**config.mk**
```make
export PLATFORM = sky130hd
export DESIGN_NAME = cascaded_scalar_kalman_motion_top_flat
export DESIGN_NICKNAME = d
export VERILOG_FILES = /design/src/hw/rtl/ckm_pkg.sv /design/src/hw/rtl/ckm_if.sv /design/src/hw/rtl/ckm_div.sv /design/src/hw/rtl/cascaded_scalar_kalman_motion_top.sv /design/src/flat_wrapper.sv
export SDC_FILE = /design/constraint.sdc
export NUM_CORES = 2
export LEC_CHECK = 0
export ABC_AREA = 0
export BUFFER_PORTS_ARGS = -buffer_cell sky130_fd_sc_hd__buf_2
export CORE_MARGIN = 8
export CORE_UTILIZATION = 53
export DETAILED_ROUTE_END_ITERATION = 8
export GPL_ROUTABILITY_DRIVEN = 0
export PLACE_DENSITY = 0.78
export SYNTH_ARGS = -nofsm -noshare
export SYNTH_HDL_FRONTEND = slang
export SYNTH_SLANG_ARGS = --single-unit
export TNS_END_PERCENT = 50
```
**constraint.sdc**
```tcl
create_clock -name clock -period 24.5 [get_ports clock]
set_input_delay 4.9 -clock clock [delete_from_list [all_inputs] [get_ports clock]]
set_output_delay 4.9 -clock clock [all_outputs]
set_load 0.02 [all_outputs]
```
**src/hw/rtl/ckm_pkg.sv**
```systemverilog
// Shared types, constants and helper functions of the cascaded Kalman motion filter.
// Holds the microcode program of the sequencer. Depends on nothing else.
`timescale 1ns / 1ps

package ckm_pkg;

   // Field and datapath widths.
   localparam int EST_W     = 24;              // signed Q8.16 estimates
   localparam int COV_W     = 24;              // unsigned Q12.12 covariances
   localparam int NOISE_W   = 16;              // unsigned Q4.12 noise registers
   localparam int DEN_W     = COV_W + 1;       // gain denominator
   localparam int K_W       = 17;              // gain, unsigned Q1.16 up to 1.0
   localparam int REM_W     = DEN_W + 1;       // divider partial remainder
   localparam int MUL_B_W   = EST_W + 2;       // signed multiplier operand
   localparam int PROD_W    = K_W + 1 + MUL_B_W;
   localparam int FRAC_W    = 16;
   localparam int RND_W     = PROD_W - FRAC_W; // product after rounding shift
   localparam int SUM_W     = RND_W + 1;       // estimate before saturation
   localparam int NAXES     = 3;
   localparam int NSTAGES   = 3;
   localparam int PC_W      = 5;
   localparam int DIV_CNT_W = 5;
   localparam int CSR_IDX_W = 3;

   localparam logic [K_W-1:0]        K_ONE    = K_W'(65536);
   localparam logic [DIV_CNT_W-1:0]  DIV_STEPS = DIV_CNT_W'(K_W);
   localparam logic [COV_W-1:0]      COV_MAX  = '1;
   localparam logic signed [PROD_W-1:0] RND_HALF = PROD_W'(32768);
   localparam logic signed [EST_W-1:0]  EST_MAX  = {1'b0, {(EST_W-1){1'b1}}};
   localparam logic signed [EST_W-1:0]  EST_MIN  = {1'b1, {(EST_W-1){1'b0}}};

   // Stage and axis selectors used by the microcode.
   localparam logic [1:0] STG_ACC = 2'd0;
   localparam logic [1:0] STG_VEL = 2'd1;
   localparam logic [1:0] STG_POS = 2'd2;
   localparam logic [1:0] AX_X    = 2'd0;
   localparam logic [1:0] AX_Y    = 2'd1;
   localparam logic [1:0] AX_Z    = 2'd2;

   // Configuration register indexes.
   localparam logic [CSR_IDX_W-1:0] CSR_ACC_PROC = 3'd0;
   localparam logic [CSR_IDX_W-1:0] CSR_ACC_MEAS = 3'd1;
   localparam logic [CSR_IDX_W-1:0] CSR_VEL_PROC = 3'd2;
   localparam logic [CSR_IDX_W-1:0] CSR_VEL_MEAS = 3'd3;
   localparam logic [CSR_IDX_W-1:0] CSR_POS_PROC = 3'd4;
   localparam logic [CSR_IDX_W-1:0] CSR_POS_MEAS = 3'd5;

   // Reset values of the configuration registers.
   localparam logic [NOISE_W-1:0] ACC_PROC_RST = 16'd4;
   localparam logic [NOISE_W-1:0] ACC_MEAS_RST = 16'd410;
   localparam logic [NOISE_W-1:0] VEL_PROC_RST = 16'd410;
   localparam logic [NOISE_W-1:0] VEL_MEAS_RST = 16'd819;
   localparam logic [NOISE_W-1:0] POS_PROC_RST = 16'd410;
   localparam logic [NOISE_W-1:0] POS_MEAS_RST = 16'd819;

   // Datapath operations of one microcode step.
   typedef enum logic [3:0] {
      OP_IDLE = 4'd0,   // wait for an input transfer
      OP_PRED = 4'd1,   // predict covariance, start the divider
      OP_DIV  = 4'd2,   // wait for the gain quotient
      OP_CMUL = 4'd3,   // (1 - k) * predicted covariance
      OP_CUPD = 4'd4,   // round and store covariance
      OP_AMUL = 4'd5,   // k * (meas - acc)
      OP_AUPD = 4'd6,   // acc += rounded product
      OP_VMUL = 4'd7,   // k * (vel + acc)
      OP_VUPD = 4'd8,   // vel = rounded product
      OP_PMUL = 4'd9,   // k * (pos + vel)
      OP_PUPD = 4'd10,  // pos = rounded product
      OP_OUT  = 4'd11   // load the result register
   } op_type;

   typedef struct packed {
      op_type     op;
      logic [1:0] sel;   // stage or axis
      logic       home;  // return to the first step afterwards
   } ucode_type;

   typedef struct packed {
      logic           busy;
      logic [K_W-1:0] quot;
   } div_stat_type;

   // Microcode program: an idle step, three gain stages, three axes of estimate updates, then the output step.
   function automatic ucode_type ucode_rom(input logic [PC_W-1:0] pc);
      ucode_type w;
      w = '{op: OP_IDLE, sel: STG_ACC, home: 1'b0};
      case (pc)
         5'd0:  w = '{op: OP_IDLE, sel: STG_ACC, home: 1'b0};
         5'd1:  w = '{op: OP_PRED, sel: STG_ACC, home: 1'b0};
         5'd2:  w = '{op: OP_DIV,  sel: STG_ACC, home: 1'b0};
         5'd3:  w = '{op: OP_CMUL, sel: STG_ACC, home: 1'b0};
         5'd4:  w = '{op: OP_CUPD, sel: STG_ACC, home: 1'b0};
         5'd5:  w = '{op: OP_PRED, sel: STG_VEL, home: 1'b0};
         5'd6:  w = '{op: OP_DIV,  sel: STG_VEL, home: 1'b0};
         5'd7:  w = '{op: OP_CMUL, sel: STG_VEL, home: 1'b0};
         5'd8:  w = '{op: OP_CUPD, sel: STG_VEL, home: 1'b0};
         5'd9:  w = '{op: OP_PRED, sel: STG_POS, home: 1'b0};
         5'd10: w = '{op: OP_DIV,  sel: STG_POS, home: 1'b0};
         5'd11: w = '{op: OP_CMUL, sel: STG_POS, home: 1'b0};
         5'd12: w = '{op: OP_CUPD, sel: STG_POS, home: 1'b0};
         5'd13: w = '{op: OP_AMUL, sel: AX_X, home: 1'b0};
         5'd14: w = '{op: OP_AUPD, sel: AX_X, home: 1'b0};
         5'd15: w = '{op: OP_VMUL, sel: AX_X, home: 1'b0};
         5'd16: w = '{op: OP_VUPD, sel: AX_X, home: 1'b0};
         5'd17: w = '{op: OP_PMUL, sel: AX_X, home: 1'b0};
         5'd18: w = '{op: OP_PUPD, sel: AX_X, home: 1'b0};
         5'd19: w = '{op: OP_AMUL, sel: AX_Y, home: 1'b0};
         5'd20: w = '{op: OP_AUPD, sel: AX_Y, home: 1'b0};
         5'd21: w = '{op: OP_VMUL, sel: AX_Y, home: 1'b0};
         5'd22: w = '{op: OP_VUPD, sel: AX_Y, home: 1'b0};
         5'd23: w = '{op: OP_PMUL, sel: AX_Y, home: 1'b0};
         5'd24: w = '{op: OP_PUPD, sel: AX_Y, home: 1'b0};
         5'd25: w = '{op: OP_AMUL, sel: AX_Z, home: 1'b0};
         5'd26: w = '{op: OP_AUPD, sel: AX_Z, home: 1'b0};
         5'd27: w = '{op: OP_VMUL, sel: AX_Z, home: 1'b0};
         5'd28: w = '{op: OP_VUPD, sel: AX_Z, home: 1'b0};
         5'd29: w = '{op: OP_PMUL, sel: AX_Z, home: 1'b0};
         5'd30: w = '{op: OP_PUPD, sel: AX_Z, home: 1'b0};
         5'd31: w = '{op: OP_OUT,  sel: AX_X, home: 1'b1};
         default: w = '{op: OP_IDLE, sel: STG_ACC, home: 1'b1};
      endcase
      return w;
   endfunction

   // Sign extension of an estimate to the multiplier operand width.
   function automatic logic signed [MUL_B_W-1:0] sext_mul(input logic signed [EST_W-1:0] v);
      return {{(MUL_B_W-EST_W){v[EST_W-1]}}, v};
   endfunction

   // Clamp a wide signed value to the estimate range.
   function automatic logic signed [EST_W-1:0] sat_est(input logic signed [SUM_W-1:0] v);
      logic fits;
      fits = (v[SUM_W-1:EST_W-1] == '0) || (v[SUM_W-1:EST_W-1] == '1);
      if (fits) begin
         return v[EST_W-1:0];
      end else if (v[SUM_W-1]) begin
         return EST_MIN;
      end else begin
         return EST_MAX;
      end
   endfunction

endpackage

```
**src/hw/rtl/ckm_if.sv**
```systemverilog
// Handshake channels of the cascaded Kalman motion filter: input, result and register write.
// Depends on ckm_pkg for the field widths.
`timescale 1ns / 1ps

interface ckm_req_if;
   logic                                 valid;
   logic                                 ready;
   logic signed [ckm_pkg::EST_W-1:0]     meas_x;
   logic signed [ckm_pkg::EST_W-1:0]     meas_y;
   logic signed [ckm_pkg::EST_W-1:0]     meas_z;
   modport source (output valid, output meas_x, output meas_y, output meas_z, input ready);
   modport sink   (input valid, input meas_x, input meas_y, input meas_z, output ready);
endinterface

interface ckm_rsp_if;
   logic                                 valid;
   logic                                 ready;
   logic signed [ckm_pkg::EST_W-1:0]     acc_est_x;
   logic signed [ckm_pkg::EST_W-1:0]     acc_est_y;
   logic signed [ckm_pkg::EST_W-1:0]     acc_est_z;
   logic signed [ckm_pkg::EST_W-1:0]     vel_est_x;
   logic signed [ckm_pkg::EST_W-1:0]     vel_est_y;
   logic signed [ckm_pkg::EST_W-1:0]     vel_est_z;
   logic signed [ckm_pkg::EST_W-1:0]     pos_est_x;
   logic signed [ckm_pkg::EST_W-1:0]     pos_est_y;
   logic signed [ckm_pkg::EST_W-1:0]     pos_est_z;
   modport source (output valid, input ready,
                   output acc_est_x, output acc_est_y, output acc_est_z,
                   output vel_est_x, output vel_est_y, output vel_est_z,
                   output pos_est_x, output pos_est_y, output pos_est_z);
   modport sink   (input valid, output ready,
                   input acc_est_x, input acc_est_y, input acc_est_z,
                   input vel_est_x, input vel_est_y, input vel_est_z,
                   input pos_est_x, input pos_est_y, input pos_est_z);
endinterface

interface ckm_csr_if;
   logic                                 valid;
   logic                                 ready;
   logic [ckm_pkg::CSR_IDX_W-1:0]        index;
   logic [ckm_pkg::NOISE_W-1:0]          data;
   modport source (output valid, output index, output data, input ready);
   modport sink   (input valid, input index, input data, output ready);
endinterface

```
**src/hw/rtl/ckm_div.sv**
```systemverilog
// Restoring divider that forms the Kalman gain floor(pp * 65536 / den), one bit per cycle.
// Depends on ckm_pkg for widths and the status struct.
`timescale 1ns / 1ps

module ckm_div (
   input  logic                          clock,
   input  logic                          reset,
   input  logic                          start,
   input  logic [ckm_pkg::COV_W-1:0]     numer,
   input  logic [ckm_pkg::DEN_W-1:0]     denom,
   output ckm_pkg::div_stat_type         stat
);

   logic [ckm_pkg::REM_W-1:0]     rem_ff, rem_in;
   logic [ckm_pkg::DEN_W-1:0]     den_ff, den_in;
   logic [ckm_pkg::K_W-1:0]       quot_ff, quot_in;
   logic [ckm_pkg::DIV_CNT_W-1:0] cnt_ff, cnt_in;
   logic                          busy_ff, busy_in;

   logic                          rem_ge;
   logic [ckm_pkg::REM_W-1:0]     rem_diff;

   // One trial subtraction per cycle. The numerator's low 16 bits are zero, so the
   // remainder just shifts in a zero. After a subtraction the remainder is below den.
   always_comb begin
      rem_ge   = (rem_ff >= {1'b0, den_ff});
      rem_diff = rem_ge ? (rem_ff - {1'b0, den_ff}) : rem_ff;
      rem_in   = rem_ff;
      den_in   = den_ff;
      quot_in  = quot_ff;
      cnt_in   = cnt_ff;
      busy_in  = busy_ff;
      if (start) begin
         rem_in  = {{(ckm_pkg::REM_W-ckm_pkg::COV_W){1'b0}}, numer};
         den_in  = denom;
         quot_in = '0;
         cnt_in  = ckm_pkg::DIV_STEPS;
         busy_in = 1'b1;
      end else if (busy_ff) begin
         rem_in  = {rem_diff[ckm_pkg::REM_W-2:0], 1'b0};
         quot_in = {quot_ff[ckm_pkg::K_W-2:0], rem_ge};
         cnt_in  = cnt_ff - 1'b1;
         busy_in = (cnt_ff != ckm_pkg::DIV_CNT_W'(1));
      end
   end

   always_ff @(posedge clock) begin
      if (reset) begin
         cnt_ff  <= '0;
         busy_ff <= 1'b0;
      end else begin
         cnt_ff  <= cnt_in;
         busy_ff <= busy_in;
      end
      rem_ff  <= rem_in;
      den_ff  <= den_in;
      quot_ff <= quot_in;
   end

   assign stat.busy = busy_ff;
   assign stat.quot = quot_ff;

endmodule

```
**src/hw/rtl/cascaded_scalar_kalman_motion_top.sv**
```systemverilog
// Top level of the cascaded scalar Kalman motion filter: sequencer, datapath and registers.
// Depends on ckm_pkg, the channel interfaces in ckm_if and the divider ckm_div.
`timescale 1ns / 1ps

// Each transferred sample of three-axis, gravity-compensated acceleration runs through an
// acceleration, a velocity and a position Kalman stage per axis; one result holding all nine
// saturated estimates follows. The block works on one sample at a time: it takes a new sample
// only at the idle step of its program, once the last sample is through. The work runs as a
// 32-step microcode program on one shared multiplier and one bit-per-cycle divider: the divider
// forms each of the three gains, and the nine estimate updates take a multiply and a
// round-and-store step each. A finished result waits in its own register, and the next sample
// is taken while it waits; the output step holds while an earlier result is still waiting.
// Register writes are meant for idle periods; an unknown register index is ignored.

module cascaded_scalar_kalman_motion_top (
   input  logic      clock,
   input  logic      reset,
   ckm_csr_if.sink   csr_ch,
   ckm_req_if.sink   req_ch,
   ckm_rsp_if.source rsp_ch
);

   // Sequencer.
   logic [ckm_pkg::PC_W-1:0]                  pc_ff, pc_in;
   ckm_pkg::ucode_type                        uc;
   logic                                      step_wait;

   // Configuration registers, a process and a measurement noise register per stage.
   logic [ckm_pkg::NOISE_W-1:0]               proc_ff [ckm_pkg::NSTAGES];
   logic [ckm_pkg::NOISE_W-1:0]               proc_in [ckm_pkg::NSTAGES];
   logic [ckm_pkg::NOISE_W-1:0]               mnoise_ff [ckm_pkg::NSTAGES];
   logic [ckm_pkg::NOISE_W-1:0]               mnoise_in [ckm_pkg::NSTAGES];

   // Filter state.
   logic signed [ckm_pkg::EST_W-1:0]          acc_ff [ckm_pkg::NAXES];
   logic signed [ckm_pkg::EST_W-1:0]          acc_in [ckm_pkg::NAXES];
   logic signed [ckm_pkg::EST_W-1:0]          vel_ff [ckm_pkg::NAXES];
   logic signed [ckm_pkg::EST_W-1:0]          vel_in [ckm_pkg::NAXES];
   logic signed [ckm_pkg::EST_W-1:0]          pos_ff [ckm_pkg::NAXES];
   logic signed [ckm_pkg::EST_W-1:0]          pos_in [ckm_pkg::NAXES];
   logic [ckm_pkg::COV_W-1:0]                 cov_ff [ckm_pkg::NSTAGES];
   logic [ckm_pkg::COV_W-1:0]                 cov_in [ckm_pkg::NSTAGES];

   // Working registers.
   logic signed [ckm_pkg::EST_W-1:0]          meas_ff [ckm_pkg::NAXES];
   logic signed [ckm_pkg::EST_W-1:0]          meas_in [ckm_pkg::NAXES];
   logic [ckm_pkg::K_W-1:0]                   k_ff [ckm_pkg::NSTAGES];
   logic [ckm_pkg::K_W-1:0]                   k_in [ckm_pkg::NSTAGES];
   logic [ckm_pkg::COV_W-1:0]                 pp_ff, pp_in;
   logic                                      den_zero_ff, den_zero_in;
   logic signed [ckm_pkg::PROD_W-1:0]         prod_ff, prod_in;

   // Result register.
   logic signed [ckm_pkg::EST_W-1:0]          out_acc_ff [ckm_pkg::NAXES];
   logic signed [ckm_pkg::EST_W-1:0]          out_acc_in [ckm_pkg::NAXES];
   logic signed [ckm_pkg::EST_W-1:0]          out_vel_ff [ckm_pkg::NAXES];
   logic signed [ckm_pkg::EST_W-1:0]          out_vel_in [ckm_pkg::NAXES];
   logic signed [ckm_pkg::EST_W-1:0]          out_pos_ff [ckm_pkg::NAXES];
   logic signed [ckm_pkg::EST_W-1:0]          out_pos_in [ckm_pkg::NAXES];
   logic                                      rsp_valid_ff, rsp_valid_in;

   // Datapath nets.
   logic                                      req_xfer, rsp_xfer, csr_xfer;
   logic [ckm_pkg::COV_W:0]                   psum;
   logic [ckm_pkg::COV_W-1:0]                 pp_calc;
   logic [ckm_pkg::DEN_W-1:0]                 den_calc;
   logic [ckm_pkg::K_W-1:0]                   mul_a;
   logic signed [ckm_pkg::MUL_B_W-1:0]        mul_b;
   logic signed [ckm_pkg::PROD_W-1:0]         product;
   logic signed [ckm_pkg::PROD_W-1:0]         rnd_full;
   logic signed [ckm_pkg::RND_W-1:0]          rnd;
   logic signed [ckm_pkg::SUM_W-1:0]          rnd_ext;
   logic signed [ckm_pkg::SUM_W-1:0]          acc_sum;
   ckm_pkg::div_stat_type                     div_stat;

   assign uc       = ckm_pkg::ucode_rom(pc_ff);
   assign req_xfer = req_ch.valid & req_ch.ready;
   assign rsp_xfer = rsp_ch.valid & rsp_ch.ready;
   assign csr_xfer = csr_ch.valid & csr_ch.ready;

   // Nothing is taken while reset is held.
   assign req_ch.ready = !reset && (uc.op == ckm_pkg::OP_IDLE);
   assign csr_ch.ready = !reset;

   // Conditional jumps: a step repeats while its wait condition holds.
   always_comb begin
      case (uc.op)
         ckm_pkg::OP_IDLE: step_wait = !req_xfer;
         ckm_pkg::OP_DIV:  step_wait = div_stat.busy;
         ckm_pkg::OP_OUT:  step_wait = rsp_valid_ff && !rsp_ch.ready;
         default:          step_wait = 1'b0;
      endcase
      if (step_wait) begin
         pc_in = pc_ff;
      end else if (uc.home) begin
         pc_in = '0;
      end else begin
         pc_in = pc_ff + 1'b1;
      end
   end

   // Covariance prediction of the selected stage, saturated, and the gain denominator.
   always_comb begin
      psum     = {1'b0, cov_ff[uc.sel]}
               + {{(ckm_pkg::COV_W+1-ckm_pkg::NOISE_W){1'b0}}, proc_ff[uc.sel]};
      pp_calc  = psum[ckm_pkg::COV_W] ? ckm_pkg::COV_MAX : psum[ckm_pkg::COV_W-1:0];
      den_calc = {1'b0, pp_calc}
               + {{(ckm_pkg::DEN_W-ckm_pkg::NOISE_W){1'b0}}, mnoise_ff[uc.sel]};
   end

   ckm_div u_div (
      .clock (clock),
      .reset (reset),
      .start (uc.op == ckm_pkg::OP_PRED),
      .numer (pp_calc),
      .denom (den_calc),
      .stat  (div_stat)
   );

   // Shared multiplier operand selection.
   always_comb begin
      mul_a = '0;
      mul_b = '0;
      case (uc.op)
         ckm_pkg::OP_CMUL: begin
            mul_a = ckm_pkg::K_ONE - k_ff[uc.sel];
            mul_b = {{(ckm_pkg::MUL_B_W-ckm_pkg::COV_W){1'b0}}, pp_ff};
         end
         ckm_pkg::OP_AMUL: begin
            mul_a = k_ff[ckm_pkg::STG_ACC];
            mul_b = ckm_pkg::sext_mul(meas_ff[uc.sel]) - ckm_pkg::sext_mul(acc_ff[uc.sel]);
         end
         ckm_pkg::OP_VMUL: begin
            mul_a = k_ff[ckm_pkg::STG_VEL];
            mul_b = ckm_pkg::sext_mul(vel_ff[uc.sel]) + ckm_pkg::sext_mul(acc_ff[uc.sel]);
         end
         ckm_pkg::OP_PMUL: begin
            mul_a = k_ff[ckm_pkg::STG_POS];
            mul_b = ckm_pkg::sext_mul(pos_ff[uc.sel]) + ckm_pkg::sext_mul(vel_ff[uc.sel]);
         end
         default: begin
            mul_a = '0;
            mul_b = '0;
         end
      endcase
      product = $signed({1'b0, mul_a}) * mul_b;
   end

   // Round to nearest with ties upward: add one half, then drop the fraction.
   always_comb begin
      rnd_full = prod_ff + ckm_pkg::RND_HALF;
      rnd      = rnd_full[ckm_pkg::PROD_W-1:ckm_pkg::FRAC_W];
      rnd_ext  = {rnd[ckm_pkg::RND_W-1], rnd};
      acc_sum  = {{(ckm_pkg::SUM_W-ckm_pkg::EST_W){acc_ff[uc.sel][ckm_pkg::EST_W-1]}},
                  acc_ff[uc.sel]} + rnd_ext;
   end

   // Next values of the state, working and result registers.
   always_comb begin
      proc_in      = proc_ff;
      mnoise_in    = mnoise_ff;
      acc_in       = acc_ff;
      vel_in       = vel_ff;
      pos_in       = pos_ff;
      cov_in       = cov_ff;
      meas_in      = meas_ff;
      k_in         = k_ff;
      pp_in        = pp_ff;
      den_zero_in  = den_zero_ff;
      prod_in      = prod_ff;
      out_acc_in   = out_acc_ff;
      out_vel_in   = out_vel_ff;
      out_pos_in   = out_pos_ff;

      // Register writes.
      if (csr_xfer) begin
         case (csr_ch.index)
            ckm_pkg::CSR_ACC_PROC: proc_in[ckm_pkg::STG_ACC]   = csr_ch.data;
            ckm_pkg::CSR_ACC_MEAS: mnoise_in[ckm_pkg::STG_ACC] = csr_ch.data;
            ckm_pkg::CSR_VEL_PROC: proc_in[ckm_pkg::STG_VEL]   = csr_ch.data;
            ckm_pkg::CSR_VEL_MEAS: mnoise_in[ckm_pkg::STG_VEL] = csr_ch.data;
            ckm_pkg::CSR_POS_PROC: proc_in[ckm_pkg::STG_POS]   = csr_ch.data;
            ckm_pkg::CSR_POS_MEAS: mnoise_in[ckm_pkg::STG_POS] = csr_ch.data;
            default: ;
         endcase
      end

      // Sample capture.
      if (req_xfer) begin
         meas_in[ckm_pkg::AX_X] = req_ch.meas_x;
         meas_in[ckm_pkg::AX_Y] = req_ch.meas_y;
         meas_in[ckm_pkg::AX_Z] = req_ch.meas_z;
      end

      // Datapath operation of the current step.
      case (uc.op)
         ckm_pkg::OP_PRED: begin
            pp_in       = pp_calc;
            den_zero_in = (den_calc == '0);
         end
         ckm_pkg::OP_DIV: begin
            if (!div_stat.busy) begin
               k_in[uc.sel] = den_zero_ff ? '0 : div_stat.quot;
            end
         end
         ckm_pkg::OP_CMUL, ckm_pkg::OP_AMUL, ckm_pkg::OP_VMUL, ckm_pkg::OP_PMUL: begin
            prod_in = product;
         end
         ckm_pkg::OP_CUPD: begin
            // The updated covariance never exceeds the predicted one.
            cov_in[uc.sel] = rnd[ckm_pkg::COV_W-1:0];
         end
         ckm_pkg::OP_AUPD: acc_in[uc.sel] = ckm_pkg::sat_est(acc_sum);
         ckm_pkg::OP_VUPD: vel_in[uc.sel] = ckm_pkg::sat_est(rnd_ext);
         ckm_pkg::OP_PUPD: pos_in[uc.sel] = ckm_pkg::sat_est(rnd_ext);
         ckm_pkg::OP_OUT: begin
            if (!step_wait) begin
               out_acc_in = acc_ff;
               out_vel_in = vel_ff;
               out_pos_in = pos_ff;
            end
         end
         default: ;
      endcase

      rsp_valid_in = (rsp_valid_ff && !rsp_xfer)
                   || ((uc.op == ckm_pkg::OP_OUT) && !step_wait);
   end

   always_ff @(posedge clock) begin
      if (reset) begin
         pc_ff        <= '0;
         rsp_valid_ff <= 1'b0;
         proc_ff      <= '{ckm_pkg::ACC_PROC_RST, ckm_pkg::VEL_PROC_RST, ckm_pkg::POS_PROC_RST};
         mnoise_ff    <= '{ckm_pkg::ACC_MEAS_RST, ckm_pkg::VEL_MEAS_RST, ckm_pkg::POS_MEAS_RST};
         acc_ff       <= '{default: '0};
         vel_ff       <= '{default: '0};
         pos_ff       <= '{default: '0};
         cov_ff       <= '{default: '0};
      end else begin
         pc_ff        <= pc_in;
         rsp_valid_ff <= rsp_valid_in;
         proc_ff      <= proc_in;
         mnoise_ff    <= mnoise_in;
         acc_ff       <= acc_in;
         vel_ff       <= vel_in;
         pos_ff       <= pos_in;
         cov_ff       <= cov_in;
      end
      meas_ff     <= meas_in;
      k_ff        <= k_in;
      pp_ff       <= pp_in;
      den_zero_ff <= den_zero_in;
      prod_ff     <= prod_in;
      out_acc_ff  <= out_acc_in;
      out_vel_ff  <= out_vel_in;
      out_pos_ff  <= out_pos_in;
   end

   // Result channel.
   assign rsp_ch.valid     = rsp_valid_ff;
   assign rsp_ch.acc_est_x = out_acc_ff[ckm_pkg::AX_X];
   assign rsp_ch.acc_est_y = out_acc_ff[ckm_pkg::AX_Y];
   assign rsp_ch.acc_est_z = out_acc_ff[ckm_pkg::AX_Z];
   assign rsp_ch.vel_est_x = out_vel_ff[ckm_pkg::AX_X];
   assign rsp_ch.vel_est_y = out_vel_ff[ckm_pkg::AX_Y];
   assign rsp_ch.vel_est_z = out_vel_ff[ckm_pkg::AX_Z];
   assign rsp_ch.pos_est_x = out_pos_ff[ckm_pkg::AX_X];
   assign rsp_ch.pos_est_y = out_pos_ff[ckm_pkg::AX_Y];
   assign rsp_ch.pos_est_z = out_pos_ff[ckm_pkg::AX_Z];

   // The divider is idle whenever a new gain computation starts.
   a_div_free: assert property (@(posedge clock) disable iff (reset)
      (uc.op == ckm_pkg::OP_PRED) |-> !div_stat.busy)
      else $error("Divider started while still busy.");

   // A nonzero denominator always yields a gain of at most one.
   a_gain_range: assert property (@(posedge clock) disable iff (reset)
      ((uc.op == ckm_pkg::OP_DIV) && !div_stat.busy && !den_zero_ff)
         |-> (div_stat.quot <= ckm_pkg::K_ONE))
      else $error("Gain quotient above one.");

   // The rounded covariance fits its register and does not exceed the prediction.
   a_cov_shrink: assert property (@(posedge clock) disable iff (reset)
      (uc.op == ckm_pkg::OP_CUPD)
         |-> ((rnd[ckm_pkg::RND_W-1:ckm_pkg::COV_W] == '0)
              && (rnd[ckm_pkg::COV_W-1:0] <= pp_ff)))
      else $error("Covariance update above predicted covariance.");

   // An input transfer always starts the program at its first working step.
   a_start: assert property (@(posedge clock) disable iff (reset)
      req_xfer |=> (pc_ff == ckm_pkg::PC_W'(1)))
      else $error("Sequencer did not start after an input transfer.");

   // A result appears only from the output step of the program.
   a_rsp_src: assert property (@(posedge clock) disable iff (reset)
      $rose(rsp_valid_ff) |-> $past(uc.op == ckm_pkg::OP_OUT))
      else $error("Result valid raised outside the output step.");

endmodule

```
**src/flat_wrapper.sv**
```systemverilog
// flat-port wrapper written by rule: the top's interface ports become plain ports
module cascaded_scalar_kalman_motion_top_flat 
  (clock, reset, csr_ch_valid, csr_ch_index, csr_ch_data, csr_ch_ready, req_ch_valid, req_ch_meas_x, req_ch_meas_y, req_ch_meas_z, req_ch_ready, rsp_ch_valid, rsp_ch_ready, rsp_ch_acc_est_x, rsp_ch_acc_est_y, rsp_ch_acc_est_z, rsp_ch_vel_est_x, rsp_ch_vel_est_y, rsp_ch_vel_est_z, rsp_ch_pos_est_x, rsp_ch_pos_est_y, rsp_ch_pos_est_z);
  ckm_csr_if csr_ch_i ();
  ckm_req_if req_ch_i ();
  ckm_rsp_if rsp_ch_i ();
  input  logic clock;
  input  logic reset;
  input wire logic [$bits(csr_ch_i.valid)-1:0] csr_ch_valid;
  input wire logic [$bits(csr_ch_i.index)-1:0] csr_ch_index;
  input wire logic [$bits(csr_ch_i.data)-1:0] csr_ch_data;
  output wire logic [$bits(csr_ch_i.ready)-1:0] csr_ch_ready;
  input wire logic [$bits(req_ch_i.valid)-1:0] req_ch_valid;
  input wire logic [$bits(req_ch_i.meas_x)-1:0] req_ch_meas_x;
  input wire logic [$bits(req_ch_i.meas_y)-1:0] req_ch_meas_y;
  input wire logic [$bits(req_ch_i.meas_z)-1:0] req_ch_meas_z;
  output wire logic [$bits(req_ch_i.ready)-1:0] req_ch_ready;
  output wire logic [$bits(rsp_ch_i.valid)-1:0] rsp_ch_valid;
  input wire logic [$bits(rsp_ch_i.ready)-1:0] rsp_ch_ready;
  output wire logic [$bits(rsp_ch_i.acc_est_x)-1:0] rsp_ch_acc_est_x;
  output wire logic [$bits(rsp_ch_i.acc_est_y)-1:0] rsp_ch_acc_est_y;
  output wire logic [$bits(rsp_ch_i.acc_est_z)-1:0] rsp_ch_acc_est_z;
  output wire logic [$bits(rsp_ch_i.vel_est_x)-1:0] rsp_ch_vel_est_x;
  output wire logic [$bits(rsp_ch_i.vel_est_y)-1:0] rsp_ch_vel_est_y;
  output wire logic [$bits(rsp_ch_i.vel_est_z)-1:0] rsp_ch_vel_est_z;
  output wire logic [$bits(rsp_ch_i.pos_est_x)-1:0] rsp_ch_pos_est_x;
  output wire logic [$bits(rsp_ch_i.pos_est_y)-1:0] rsp_ch_pos_est_y;
  output wire logic [$bits(rsp_ch_i.pos_est_z)-1:0] rsp_ch_pos_est_z;
  assign csr_ch_i.valid = csr_ch_valid;
  assign csr_ch_i.index = csr_ch_index;
  assign csr_ch_i.data = csr_ch_data;
  assign csr_ch_ready = csr_ch_i.ready;
  assign req_ch_i.valid = req_ch_valid;
  assign req_ch_i.meas_x = req_ch_meas_x;
  assign req_ch_i.meas_y = req_ch_meas_y;
  assign req_ch_i.meas_z = req_ch_meas_z;
  assign req_ch_ready = req_ch_i.ready;
  assign rsp_ch_valid = rsp_ch_i.valid;
  assign rsp_ch_i.ready = rsp_ch_ready;
  assign rsp_ch_acc_est_x = rsp_ch_i.acc_est_x;
  assign rsp_ch_acc_est_y = rsp_ch_i.acc_est_y;
  assign rsp_ch_acc_est_z = rsp_ch_i.acc_est_z;
  assign rsp_ch_vel_est_x = rsp_ch_i.vel_est_x;
  assign rsp_ch_vel_est_y = rsp_ch_i.vel_est_y;
  assign rsp_ch_vel_est_z = rsp_ch_i.vel_est_z;
  assign rsp_ch_pos_est_x = rsp_ch_i.pos_est_x;
  assign rsp_ch_pos_est_y = rsp_ch_i.pos_est_y;
  assign rsp_ch_pos_est_z = rsp_ch_i.pos_est_z;
  cascaded_scalar_kalman_motion_top u_core (.clock(clock), .reset(reset), .csr_ch(csr_ch_i), .req_ch(req_ch_i), .rsp_ch(rsp_ch_i));
endmodule
```
Word-level counts from Yosys, hierarchy flattened --
Memories as Yosys holds them, arrays and structs flattened. A register that Yosys moved wholly into a read port is not among the register bits. Index checks and enable logic that the tools add are counted.
Word-level totals: memories 1, bits in read-only memories 224, word-level logic and storage cells 170, input bits 96, register bits 872, output and inout port bits 219
Operators by class: multiplexer cells 55, multiply operators 1, bitwise gates (word level) 6, reduce and logical (&&, ||, !) cells 29, equal/unequal tests 19, add/subtract/negate cells 11, magnitude comparators 3
Memory list:
- (no name shown) | words 32, bits a word 7, read ports 1, clocked after Yosys merged registers in 1, wr ports 0, RTL line ckm_pkg.sv:87 | case (pc)
Operators by type and width (number):
- 24-bit 2-to-1 mux | 21
- 72-bit bitwise mux | 4
- 24-bit binary-select mux with 2-bit select | 5
- 26-bit one-hot mux with 4 select lines | 1
- 17-bit 2-to-1 mux | 4
- 17-bit one-hot mux with 4 select lines | 1
- 16-bit binary-select mux with 2-bit select | 2
- 16-bit 2-to-1 mux | 4
- 51-bit bitwise mux | 1
- 24-bit by 16-bit adder with 25-bit output | 2
- 24-bit by 24-bit adder with 25-bit output | 2
- 24-bit demux with 2-bit select | 1
- 44-bit by 17-bit adder with 44-bit output, second input constant | 1
- 18-bit by 26-bit multiplier with 44-bit output | 1
- 17-bit binary-select mux with 2-bit select | 1
- 17-bit demux with 2-bit select | 1
- 24-bit by 28-bit adder with 29-bit output | 1
- 26-bit by 25-bit greater-or-equal comparator with 1-bit output | 1
- 25-bit logical NOT | 1
- 25-bit 2-to-1 mux | 1
- 5-bit 2-to-1 mux | 5
- 24-bit by 24-bit subtractor with 25-bit output | 1
- 25-bit subtractor | 1
- 17-bit subtractor, first input constant | 1
- 28 further kinds | 60

Logic depth before layout (Yosys ltp) --
word-level depth 10, mapped depth 48

Hierarchy --
A second synthesis with hierarchy kept.
Unflattened totals: cells, all modules 5945, area total of the unflattened synthesis 56844.5 sq um
Modules (own cells, without submodules):
- cascaded_scalar_kalman_motion_top | cells an instance 5492, area each 52296.4 sq um, times used 1
- ckm_div | cells an instance 453, area each 4548.1 sq um, times used 1

Least setup slack after synthesis --
OpenSTA, ideal clock, no wires.
path type in2reg, start input port rsp_ch_ready, end register u_core.out_acc_ff, in the netlist u_core.rsp_ch.acc_est_x[0] (enable), data required time 23.441 ns, stages 2, data arrival time 19.532 ns, setup slack 3.909 ns, cell sequence nor2b_1 > nor3_1
Between the ends: word-level cells in the longest chain between the ends 5
RTL lines:
- from (decl) | RTL line flat_wrapper.sv:19 | input wire logic [$bits(rsp_ch_i.ready)-1:0] rsp_ch_ready;
- 1-bit logical NOT | RTL line cascaded_scalar_kalman_motion_top.sv:90 | ckm_pkg::OP_OUT: step_wait = rsp_valid_ff && !rsp_ch.ready;
- 1-bit logical AND | RTL line cascaded_scalar_kalman_motion_top.sv:90
- 1-bit one-hot mux with 3 select lines | RTL line cascaded_scalar_kalman_motion_top.sv:87 | case (uc.op)
- 1-bit inverter (no line)
- 2-bit AND reduction (no line)
- to (signal assigned) | RTL line cascaded_scalar_kalman_motion_top.sv:255 | out_acc_ff <= out_acc_in;
- to (decl) | RTL line cascaded_scalar_kalman_motion_top.sv:54 | logic signed [ckm_pkg::EST_W-1:0] out_acc_ff [ckm_pkg::NAXES];
Every way passes these cells. A chain may end at the register's enable or synchronous reset.

Worst setup path in the final report --
start register u_core.uc[2] (netlist name), end register u_core.prod_ff[34] in the netlist's numbering (data pin)
Between the ends: word-level cells in the longest chain between the ends 7
RTL lines:
- 2-bit inverter with 3-bit output (implied by the code) *
- 24-bit binary-select mux with 2-bit select (tied with other cells) | RTL line cascaded_scalar_kalman_motion_top.sv:139 | mul_b = ckm_pkg::sext_mul(pos_ff[uc.sel]) + ckm_pkg::sext_mul(vel_ff[uc.sel]);
- 24-bit 2-to-1 mux (implied by the code) (tied with other cells) (2 in a row) | RTL line cascaded_scalar_kalman_motion_top.sv:139
- 24-bit by 24-bit adder with 25-bit output (tied with other cells) | RTL line cascaded_scalar_kalman_motion_top.sv:139
- 26-bit one-hot mux with 4 select lines / 17-bit one-hot mux with 4 select lines (equally long branches) | RTL line cascaded_scalar_kalman_motion_top.sv:124 | case (uc.op)
- 18-bit by 26-bit multiplier with 44-bit output * | RTL line cascaded_scalar_kalman_motion_top.sv:146 | product = $signed({1'b0, mul_a}) * mul_b;
- named net u_core.product, one bit | RTL line cascaded_scalar_kalman_motion_top.sv:69 | logic signed [ckm_pkg::PROD_W-1:0] product;
- to (signal assigned) | RTL line cascaded_scalar_kalman_motion_top.sv:254 | prod_ff <= prod_in;
- to (decl) | RTL line cascaded_scalar_kalman_motion_top.sv:51 | logic signed [ckm_pkg::PROD_W-1:0] prod_ff, prod_in;
Mark *: on every way through the listed nets, which the timed path passes. The rest lies on a longest branch. The select of a mux whose other input is x is not followed.

==> flow_metrics.tcl <==
set metrics [dict create \
    outcome "completed" \
    drv_cap 0 \
    die_h_um 342 \
    drcViolationCount 0 \
    area_growth_syn_to_layout_pct 11.0 \
    slowest_stage "a221oi_1" \
    arrival_ns 13.21 \
    setup_violations 0 \
    peakVddDrop_v 0.0000638 \
    syn_nets 6712 \
    drtPass1Iterations 9 \
    cp-startpoint "u_core.uc[2]" \
    p_leak_nw 26.4 \
    cp-end-kind "flip-flop" \
    ys_ff_latch 864 \
    nNetsFinal 6929 \
    worst_r2r_endpoint "u_core.prod_ff[34]" \
    grt_pass1_vias 45177 \
    synth_seq_area_share_pct 38.5 \
    port_buffers 314 \
    crit_top_cell "fa_1" \
    clock_tree.root_cell "clkbuf_16" \
    syn_inst 5947 \
    crit_path_end "u_core.prod_ff[34]" \
    cts_tree "yes" \
    wl_mm 175 \
    grt_usage_pct 28.8 \
    cts_made_buffers 87 \
    dp_hpwl_mm 128 \
    grt_first_pass_wirelength_mm 264 \
    period_share_pct 52.0 \
    cp.required_ns 24.97 \
    cts_hold_buf 0 \
    cts_resized 0 \
    detail_route.wl_per_cell_um 22.9 \
    viasPerCell 6.06 \
    synth_area_um2 56400 \
    final_hold_viol_count 0 \
    overflow 0 \
    drive_gt1_share_pct 11.3 \
    p_per_area_nw_per_um2 63.9 \
    worst-setup-path-type "reg -> reg" \
    fmax_mhz 78.5 \
    clk_latency_ns 0.68 \
    final.setup.tns_ns 0 \
    yosys.area.top_type_share_pct 23.5 \
    yosysTopAreaCell "edfxtp_1" \
    rows 119 \
    max_slew_margin_pct 2.75 \
    synth-edff-count 442 \
    dr_total_vias 46259 \
    antenna_found_initial 8 \
    layout_common_cells "nor2_1, nand2_1, inv_1" \
    worstMarginPinSlew_ns 1.46 \
    coreArea_um2 105000 \
    initial_core_util_pct 53.5 \
    ant_nets 0 \
    utilization_pct 59.4 \
    async_flop_share_pct 0 \
    critPathMaxFanout 66 \
    cts_max_level 3 \
    synthFlopType "edfxtp_1" \
    ff2ff_path_depth 37 \
    die-area_um2 117000 \
    postCtsSetupBuffers 0 \
    hold_class "reg -> reg" \
    regToRegStartpoint "u_core.uc[2]" \
    ys_types 100 \
    clockBufferDepth 3 \
    final-max-slew-violation-count 0 \
    yosysWarnings 0 \
    cts_sinks 864 \
    ys_top_cells_by_area "edfxtp_1, fa_1, dfxtp_1" \
    fp.dieW_um 342 \
    rsz0062_at_grt "no" \
    io_pins 315 \
    period_minus_slack_ns 12.74 \
    grt_max_degree 88 \
    cp-start-kind "flip-flop" \
    layout_commonest_cell "nor2_1" \
    whs_ns 0.454 \
    rrSetupSlack_ns 11.76 \
    clkTransAtPathRegs_ns 0.06 \
    synth_area_per_cell_um2 9.49 \
    drt_iter0_markers 5792 \
    cp_slowest_stage_delay_ns 1.11 \
    fin_skew_ns 0.0587 \
]
==> layout make-up <==
cell class / count / area, µm²
antenna: 7 / 17.5
timing repair buffer: 406 / 2280
clock inverter: 39 / 527
inverter: 619 / 2320
sequential: 864 / 21700
tap: 1391 / 1740
clock buffer: 125 / 2530
multi-input combinational: 4186 / 31500
fill: 8605 / 42800
==> state kept, by name, summed over array words and instances (netlist names), 25 cells and up <==
name / cells
u_core.prod_ff: 29
u_core.u_div.rem_ff: 26
u_core.mnoise_ff: 48
u_core.proc_ff: 48
u_core.u_div.den_ff: 25
u_core.vel_ff: 72
u_core.acc_ff: 72
u_core.pos_ff: 72
u_core.meas_ff: 72
u_core.cov_ff: 72
u_core.k_ff: 51
==> metrics by stage <==
stage | instance area [µm²] | setup WS (ns) | std cells | total power [W]
6_report | 62700 | 11.76 | 7637 | 0.00401
5_1_grt | 62600 | 11.44 | 7631 | 0.00415
4_1_cts | 62600 | 12.24 | 7630 | 0.00399
3_5_place_dp | 59600 | 12.31 | 7466 | 0.00259
3_3_place_gp | 59600 | 12.57 | 7466 | 0.00257
2_1_floorplan | 56400 | 3.91 | 5947 | 0.00233
==> worst max-delay path, delay by kind of cell (launching register included) <==
family	cells	cell delay, ns
buffers and inverters	7	1.49
AO/OA/AOI/OAI	13	4.95
AND/OR/NAND/NOR	6	0.85
adder cells (fa/ha/maj)	8	3.72
multiplexers	1	0.18
flip-flops	1	0.82
XOR/XNOR	2	0.38
==> power breakdown <==
group	total, W	switching (W)	internal (W)	leakage (nW)
registers	0.00171	0.0000630	0.00165	7.64
logic	0.000880	0.000591	0.000289	17.2
clock network	0.00141	0.000591	0.000822	1.49
total	0.00401	0.00125	0.00276	26.4
==> cells by family (layout without fill, tap and decap cells) <==
| kind of cell | count (synthesis) | in the layout | share of synthesized area (%) |
|---|---|---|---|
| simple gates | 2022 | 2022 | 15.8 |
| compound gates | 1118 | 1118 | 12.8 |
| buf+inv | 897 | 1189 | 6.12 |
| flops | 864 | 864 | 38.5 |
| fa+ha+maj | 669 | 669 | 20.5 |
| mux | 204 | 204 | 3.65 |
| xor+xnor | 173 | 173 | 2.70 |
| other cells | 0 | 7 | 0 |
==> cell usage after synthesis, types with 20 or more instances <==
library cell and count:
a21o_1 67, dfxtp_1 422, nand4_1 25, o21ai_0 303, fa_1 424, a211oi_1 159
nor2_1 901, ha_1 245, o21a_1 38, a21oi_1 275, nor3_2 42, nor2b_1 52
nor3_1 58, o211ai_1 23, nand3_1 91, and3_1 20, inv_1 618, xor2_1 61
nand2_1 645, a31oi_1 37, mux2i_1 197, buf_1 34, edfxtp_1 442, nand2b_1 49
and2_1 25, xnor2_1 111, or2_2 22, clkbuf_1 229, o21ai_4 20
==> worst min-delay path by stage <==
| stage | cells past startpoint | start | to | slack, ns |
|---|---|---|---|---|
| after detailed placement | 0 | u_core.pos_ff[31] | u_core.rsp_ch.pos_est_y[7] | 0.44 |
| after CTS | 0 | u_core.pos_ff[31] | u_core.rsp_ch.pos_est_y[7] | 0.45 |
| final | 2 | u_core.mnoise_ff[42] | u_core.mnoise_ff[42] | 0.45 |
| after global placement | 0 | u_core.pos_ff[29] | u_core.rsp_ch.pos_est_y[5] | 0.43 |
| after global routing | 0 | u_core.vel_ff[8] | u_core.rsp_ch.vel_est_z[8] | 0.46 |
| after floorplan | 0 | u_core.pos_ff[48] | u_core.rsp_ch.pos_est_x[0] | 0.42 |
==> per-layer routing <==
layer	share of wire, %	vias to the layer above	wire (µm)	track usage (%)
li1	-	20456	-	-
met1	37	22257	64100	35.7
met2	45	2870	79000	45.7
met3	11	666	19700	6.91
met4	7.0	10	12200	17.6
met5	0.026	-	46	0
Power figures use the tool's default switching activity.
